`src/design/sorted_range_key_table_core_macros.svh`:
```
// ---------------------------------------------------------------------------
// sorted range key table - assertion macros
// shared property shorthands for the checks at the end of the core
// ---------------------------------------------------------------------------
`ifndef SORTED_RANGE_KEY_TABLE_CORE_MACROS_SVH
`define SORTED_RANGE_KEY_TABLE_CORE_MACROS_SVH

// same-cycle implication under synchronous reset
`define SRKT_ASSERT_NOW(lbl, clk, rst, ante, cons) \
   lbl: assert property (@(posedge clk) disable iff (rst) (ante) |-> (cons)) \
      else $error("srkt same-cycle check failed");

// next-cycle implication under synchronous reset
`define SRKT_ASSERT_NEXT(lbl, clk, rst, ante, cons) \
   lbl: assert property (@(posedge clk) disable iff (rst) (ante) |=> (cons)) \
      else $error("srkt next-cycle check failed");

`endif

```
`src/design/srkt_pkg.sv`:
```
// ---------------------------------------------------------------------------
// srkt_pkg
// request and response types, status and kind codes, cell flag type
// ---------------------------------------------------------------------------
`timescale 1ns / 1ps

package srkt_pkg;

   localparam int SEQ_BITS = 9;
   localparam int POS_BITS = 9;

   // request kinds
   localparam logic KIND_LOOKUP = 1'b0;
   localparam logic KIND_INSERT = 1'b1;

   // response status codes
   localparam logic [1:0] ST_OK       = 2'd0;
   localparam logic [1:0] ST_NO_ENTRY = 2'd1;
   localparam logic [1:0] ST_FULL     = 2'd2;

   typedef struct packed {
      logic        kind;
      logic [63:0] key;
      logic [31:0] name_handle;
      logic [31:0] entry_count;
   } req_type;

   typedef struct packed {
      logic [1:0]          status;
      logic                exact_match;
      logic [POS_BITS-1:0] position;
      logic [31:0]         found_name;
      logic [31:0]         found_count;
      logic [SEQ_BITS-1:0] sequence_res;
   } rsp_type;

   // per-cell compare flags, captured once per request
   typedef struct packed {
      logic valid;
      logic lt;
      logic eq;
   } cell_flag_type;

endpackage

```
`src/design/srkt_cell.sv`:
```
// ---------------------------------------------------------------------------
// srkt_cell
// one slot of the sorted chain: holds an entry, compares it against the
// request key and takes either the new entry or its lower neighbour on insert
// ---------------------------------------------------------------------------
`timescale 1ns / 1ps

module srkt_cell #(
   parameter int IDX      = 0,
   parameter int KEY_BITS = 64,
   parameter int NAME_W   = 32,
   parameter int UW       = 9
) (
   input  logic                          clock,
   input  logic                          reset,
   input  logic [UW-1:0]                 used,
   input  logic                          cmp_en,
   input  logic                          update,
   input  logic [KEY_BITS-1:0]           new_key,
   input  logic [NAME_W-1:0]             new_name,
   input  logic [31:0]                   new_count,
   input  logic [srkt_pkg::SEQ_BITS-1:0] new_seq,
   input  logic                          prev_lt,
   input  logic [KEY_BITS-1:0]           prev_key,
   input  logic [NAME_W-1:0]             prev_name,
   input  logic [31:0]                   prev_count,
   input  logic [srkt_pkg::SEQ_BITS-1:0] prev_seq,
   output logic [KEY_BITS-1:0]           key,
   output logic [NAME_W-1:0]             name,
   output logic [31:0]                   count,
   output logic [srkt_pkg::SEQ_BITS-1:0] seq,
   output srkt_pkg::cell_flag_type       flag,
   output logic                          sel
);
   import srkt_pkg::*;

   logic [KEY_BITS-1:0] key_ff;
   logic [NAME_W-1:0]   name_ff;
   logic [31:0]         count_ff;
   logic [SEQ_BITS-1:0] seq_ff;
   cell_flag_type       flag_ff;
   cell_flag_type       flag_in;
   logic                first;

   // compare against the broadcast key
   always_comb begin
      flag_in.valid = UW'(IDX) < used;
      flag_in.lt    = flag_in.valid && (key_ff < new_key);
      flag_in.eq    = key_ff == new_key;
   end

   always_ff @(posedge clock) begin
      if (reset) begin
         flag_ff <= '0;
      end else if (cmp_en) begin
         flag_ff <= flag_in;
      end
   end

   // first slot at or above the key (lt flags form a thermometer)
   assign first = !flag_ff.lt && prev_lt;
   assign sel   = first && flag_ff.valid;

   // insert: the boundary slot loads the new entry, slots above it shift up
   always_ff @(posedge clock) begin
      if (update && !flag_ff.lt) begin
         if (prev_lt) begin
            key_ff   <= new_key;
            name_ff  <= new_name;
            count_ff <= new_count;
            seq_ff   <= new_seq;
         end else begin
            key_ff   <= prev_key;
            name_ff  <= prev_name;
            count_ff <= prev_count;
            seq_ff   <= prev_seq;
         end
      end
   end

   assign key   = key_ff;
   assign name  = name_ff;
   assign count = count_ff;
   assign seq   = seq_ff;
   assign flag  = flag_ff;

endmodule

```
`config.mk`:
```
export PLATFORM = sky130hd
export DESIGN_NAME = srkt_cell
export DESIGN_NICKNAME = d
export VERILOG_FILES = /design/src/design/sorted_range_key_table_core_macros.svh /design/src/design/srkt_pkg.sv /design/src/design/srkt_cell.sv
export SDC_FILE = /design/constraint.sdc
export NUM_CORES = 1
export LEC_CHECK = 0
export BUFFER_PORTS_ARGS = -buffer_cell sky130_fd_sc_hd__buf_4
export CELL_PAD_IN_SITES_DETAIL_PLACEMENT = 0
export CELL_PAD_IN_SITES_GLOBAL_PLACEMENT = 1
export CORE_AREA = 2 2 166 168
export DETAILED_ROUTE_END_ITERATION = 12
export DIE_AREA = 0 0 168 170
export HOLD_SLACK_MARGIN = 0.05
export MAX_ROUTING_LAYER = met4
export PLACE_DENSITY = 0.72
export SLEW_MARGIN = 20
export SYNTH_ARGS = -nofsm -noshare
export SYNTH_HDL_FRONTEND = slang
export SYNTH_SLANG_ARGS = --single-unit
```
`constraint.sdc`:
```
create_clock -name clock -period 6.95 [get_ports clock]
set_input_delay 0.695 -clock clock [delete_from_list [all_inputs] [get_ports clock]]
set_output_delay 0.695 -clock clock [all_outputs]
set_load 0.02 [all_outputs]
```
==> summary.md <==
| Metric | Value |
|---|---|
| Status | finished, final reports clean |
| Gate power share | 21.4% |
| Cells after synthesis | 536 |
| Hold Crit Class | reg2reg |
| CP max stage cell | or4_4 |
| Leak | 5.29 nW |
| DP HPWL | 19900 µm |
| CP endpoint kind | flop |
| Fin crit period | 2.37 ns |
| Synth Area in Simple Gates | 4.84% |
| Main combinational cell family by area after synthesis | multiplexers |
| Largest net degree at the start of global routing | 72 |
| Critical Setup Path Class | reg2reg |
| Fin area | 11700 µm² |
| Post-Synth Adder-Cell Area | 10.7% |
| First-pass GRT wire length | 35600 µm |
| Commonest non-fill, non-tap cell in the layout | buf_4 |
| Slowest stage delay, CP | 0.57 ns |
| CTS tree | yes |
| N_diodes | 0 |
| Internal power | 1.77 mW |
| Area after DPL | 11100 µm² |
| Part of the power in registers | 42.1% |
| DRC | 0 |
| Die ar. | 28600 µm² |
| Final period util | 34.1% |
| GRT Residual Overflow | 0 |
| Area of the multi-input gates | 3000 µm² |
| Switch Pwr | 714 µW |
| Clock buffer depth | 2 |
| Avg Synthesized Cell Area | 13.9 µm² |
| Post_cts resized | 0 |
| Initial antenna violation count | 0 |
| Yosys cell types | 31 |
| Final setup viols | 0 |
| Setup TNS | 0 ns |
| Worst skew pair latency | 0.42 ns |
| Register area | 4170 µm² |
| Post-synthesis cell area | 7470 µm² |
| # rows | 60 |
| Slew Viols, Final | 0 |
| Final antenna-violating net count | 0 |
| Post-synthesis xor/xnor area fraction | 0% |
| Pwr per Cell Area | 213 nW/µm² |
| Commonest non-fill, non-tap cells in the layout | buf_4 (431), mux2_2 (137), edfxtp_1 (137), inv_1 (65), ha_1 (64) |
| Total GRT Usage | 17.2% |
| WP data arrival | 2.68 ns |
| H-Tree Depth | 4 |
| Core Box Area | 26700 µm² |
| Final clock skew | 0.0148 ns |
| Drt pass-1 iters | 4 |
| Die width | 168 µm |
| Bufs and invs on worst path | 0 |
| Vias in the first global route | 6224 |
| Via/cell ratio | 4.50 |
| # Post-CTS Setup Buffers | 0 |
| GPL Wtd Cong | 0.793 |
| Worst-path clk slew | 0.07 ns |
| Sink Count | 140 |
| Post-route core utilization | 43.8% |
| R2R depth | 7 |
| Final count of hold timing violations | 0 |
| Mux contribution to synthesized area | 20.6% |
| CP top delay family | simple AND/OR/NAND/NOR gates |
| Slew HR | 33.8% |
| CTS root buf | clkbuf_16 |
| Layout cell share with drive strength beyond 1 | 61.4% |
| Hold path depth | 2 |
| Achievable frequency | 422 MHz |
| Seq cells post-synth | 140 |
| Highest ir drop seen on vdd | 0.000106 V |
| Layout overhead on the synthesized area | 56.2% |
| Worst Tran Pin Value | 0.993 ns |
| Fin nets | 1324 |
| CP max FO | 3 |
| Worst EP required | 7.26 ns |
| Instance count on the critical path | 7 |
| Sequential fraction of the synthesis area | 55.9% |
| # IOs | 429 |
| Synth warn | 0 |
| Fillers | 2557 |
| Initial Util | 28.0% |
| Post-Synthesis Net Count | 888 |
| Worst Setup Start Kind | flop |
| Max-capacitance violation count | 0 |
| Routed vias | 5956 |
| Post-CTS Hold Fix Bufs | 0 |
| Unrepaired setup endpoints after global routing | no |
| Hold slack | 0.470 ns |
| DIE HEIGHT | 170 µm |
| Clock power frac | 36.5% |
| Sw Share | 28.7% |
| Cts bufs inserted | 17 |
| PortBufs | 428 |
| WL/cell | 18.6 µm |
| Initial drt markers | 226 |
| Compound-cell area share of the yosys netlist | 3.90% |
| CP Cell Sequence | ha_1 > nand4_1 > or4_4 > or3b_1 > nor2_2 > nand2_1 > a31o_1 |
| Final wirelength | 24700 µm |
==> through the flow <==
step	setup slack [ns]	power, mW	instances
2_1_floorplan	2.25	1.32	536
3_3_place_gp	4.20	1.60	1294
3_5_place_dp	4.16	1.60	1294
4_1_cts	4.56	2.52	1325
5_1_grt	4.45	2.60	1325
6_report	4.58	2.49	1325
==> flip-flops by register name (all words and copies together), names as in the netlist <==
register,cells
count,32
flag,3
key,64
name,32
seq,9
==> metal layers <==
layer	vias to the layer above	global-route usage, %	share of wire (%)	wire length [µm]
met5	-	-	0	0
li1	2883	-	-	-
met4	0	4.42	1.3	319
met2	257	30.3	53	13000
met1	2798	19.0	39	9550
met3	18	5.42	7.3	1790
==> power by group through the flow <==
stage	Combinational [mW]	Clock, mW	Sequential, mW
floorplan	0.173	0	1.15
global placement	0.537	0	1.06
detailed placement	0.540	0	1.06
CTS	0.542	0.935	1.05
global route	0.579	0.972	1.05
finish	0.532	0.909	1.05
==> Yosys cell counts <==
library cell	instances	area share, %
a21o_1	4	0.40
a22oi_1	1	0.10
nor2_2	1	0.084
dfxtp_1	3	0.80
ha_1	64	11
o21ai_0	8	0.54
nand3_1	10	0.67
nand2_1	19	0.95
inv_1	65	3.3
nand2b_1	1	0.084
or4_4	1	0.15
and4_1	6	0.70
clkbuf_1	13	0.65
a21oi_1	25	1.7
nor2b_1	2	0.17
a211oi_1	3	0.30
nor3b_1	1	0.10
nand4_2	1	0.17
a221oi_1	3	0.35
buf_1	2	0.10
or3b_1	1	0.12
a31o_1	1	0.12
nand4_1	9	0.75
mux2_2	137	21
edfxtp_1	137	55
nor2_1	8	0.40
nor3_1	2	0.13
or4_1	1	0.10
a2111oi_0	1	0.12
nor4_1	3	0.25
o211ai_1	3	0.30
==> layout make-up <==
class | count | area share [%]
clock buffers | 17 | 3.65
clock inverters | 14 | 1.27
inverters | 65 | 2.09
multi-input cells | 316 | 25.7
flip-flops and latches | 140 | 35.8
well taps | 341 | 3.66
repair buffers | 432 | 27.8
==> worst register-to-register path: stages (launching register included) <==
cell and delay [ns]:
edfxtp_1 0.39, ha_1 0.33, nand4_1 0.17, or4_4 0.57
or3b_1 0.41, nor2_2 0.14, nand2_1 0.06, a31o_1 0.20
==> kinds of logic (layout without fill, tap and decap cells) <==
logic type	Yosys count	in the layout
flops	140	140
mux	137	137
buf+inv	80	528
simple gates	66	66
fa+ha+maj	64	64
compound gates	49	49
==> path summary, 6_finish.rpt <==
kind / startpoint / endpoint / slack (ns)
setup reg to reg: key[39] / flag[1] / 4.58
hold / removal: flag[0] / flag[0] / 0.47
setup / recovery: key[39] / flag[1] / 4.58
hold reg to reg: flag[0] / flag[0] / 0.47
(Power assumes the default switching activity.)
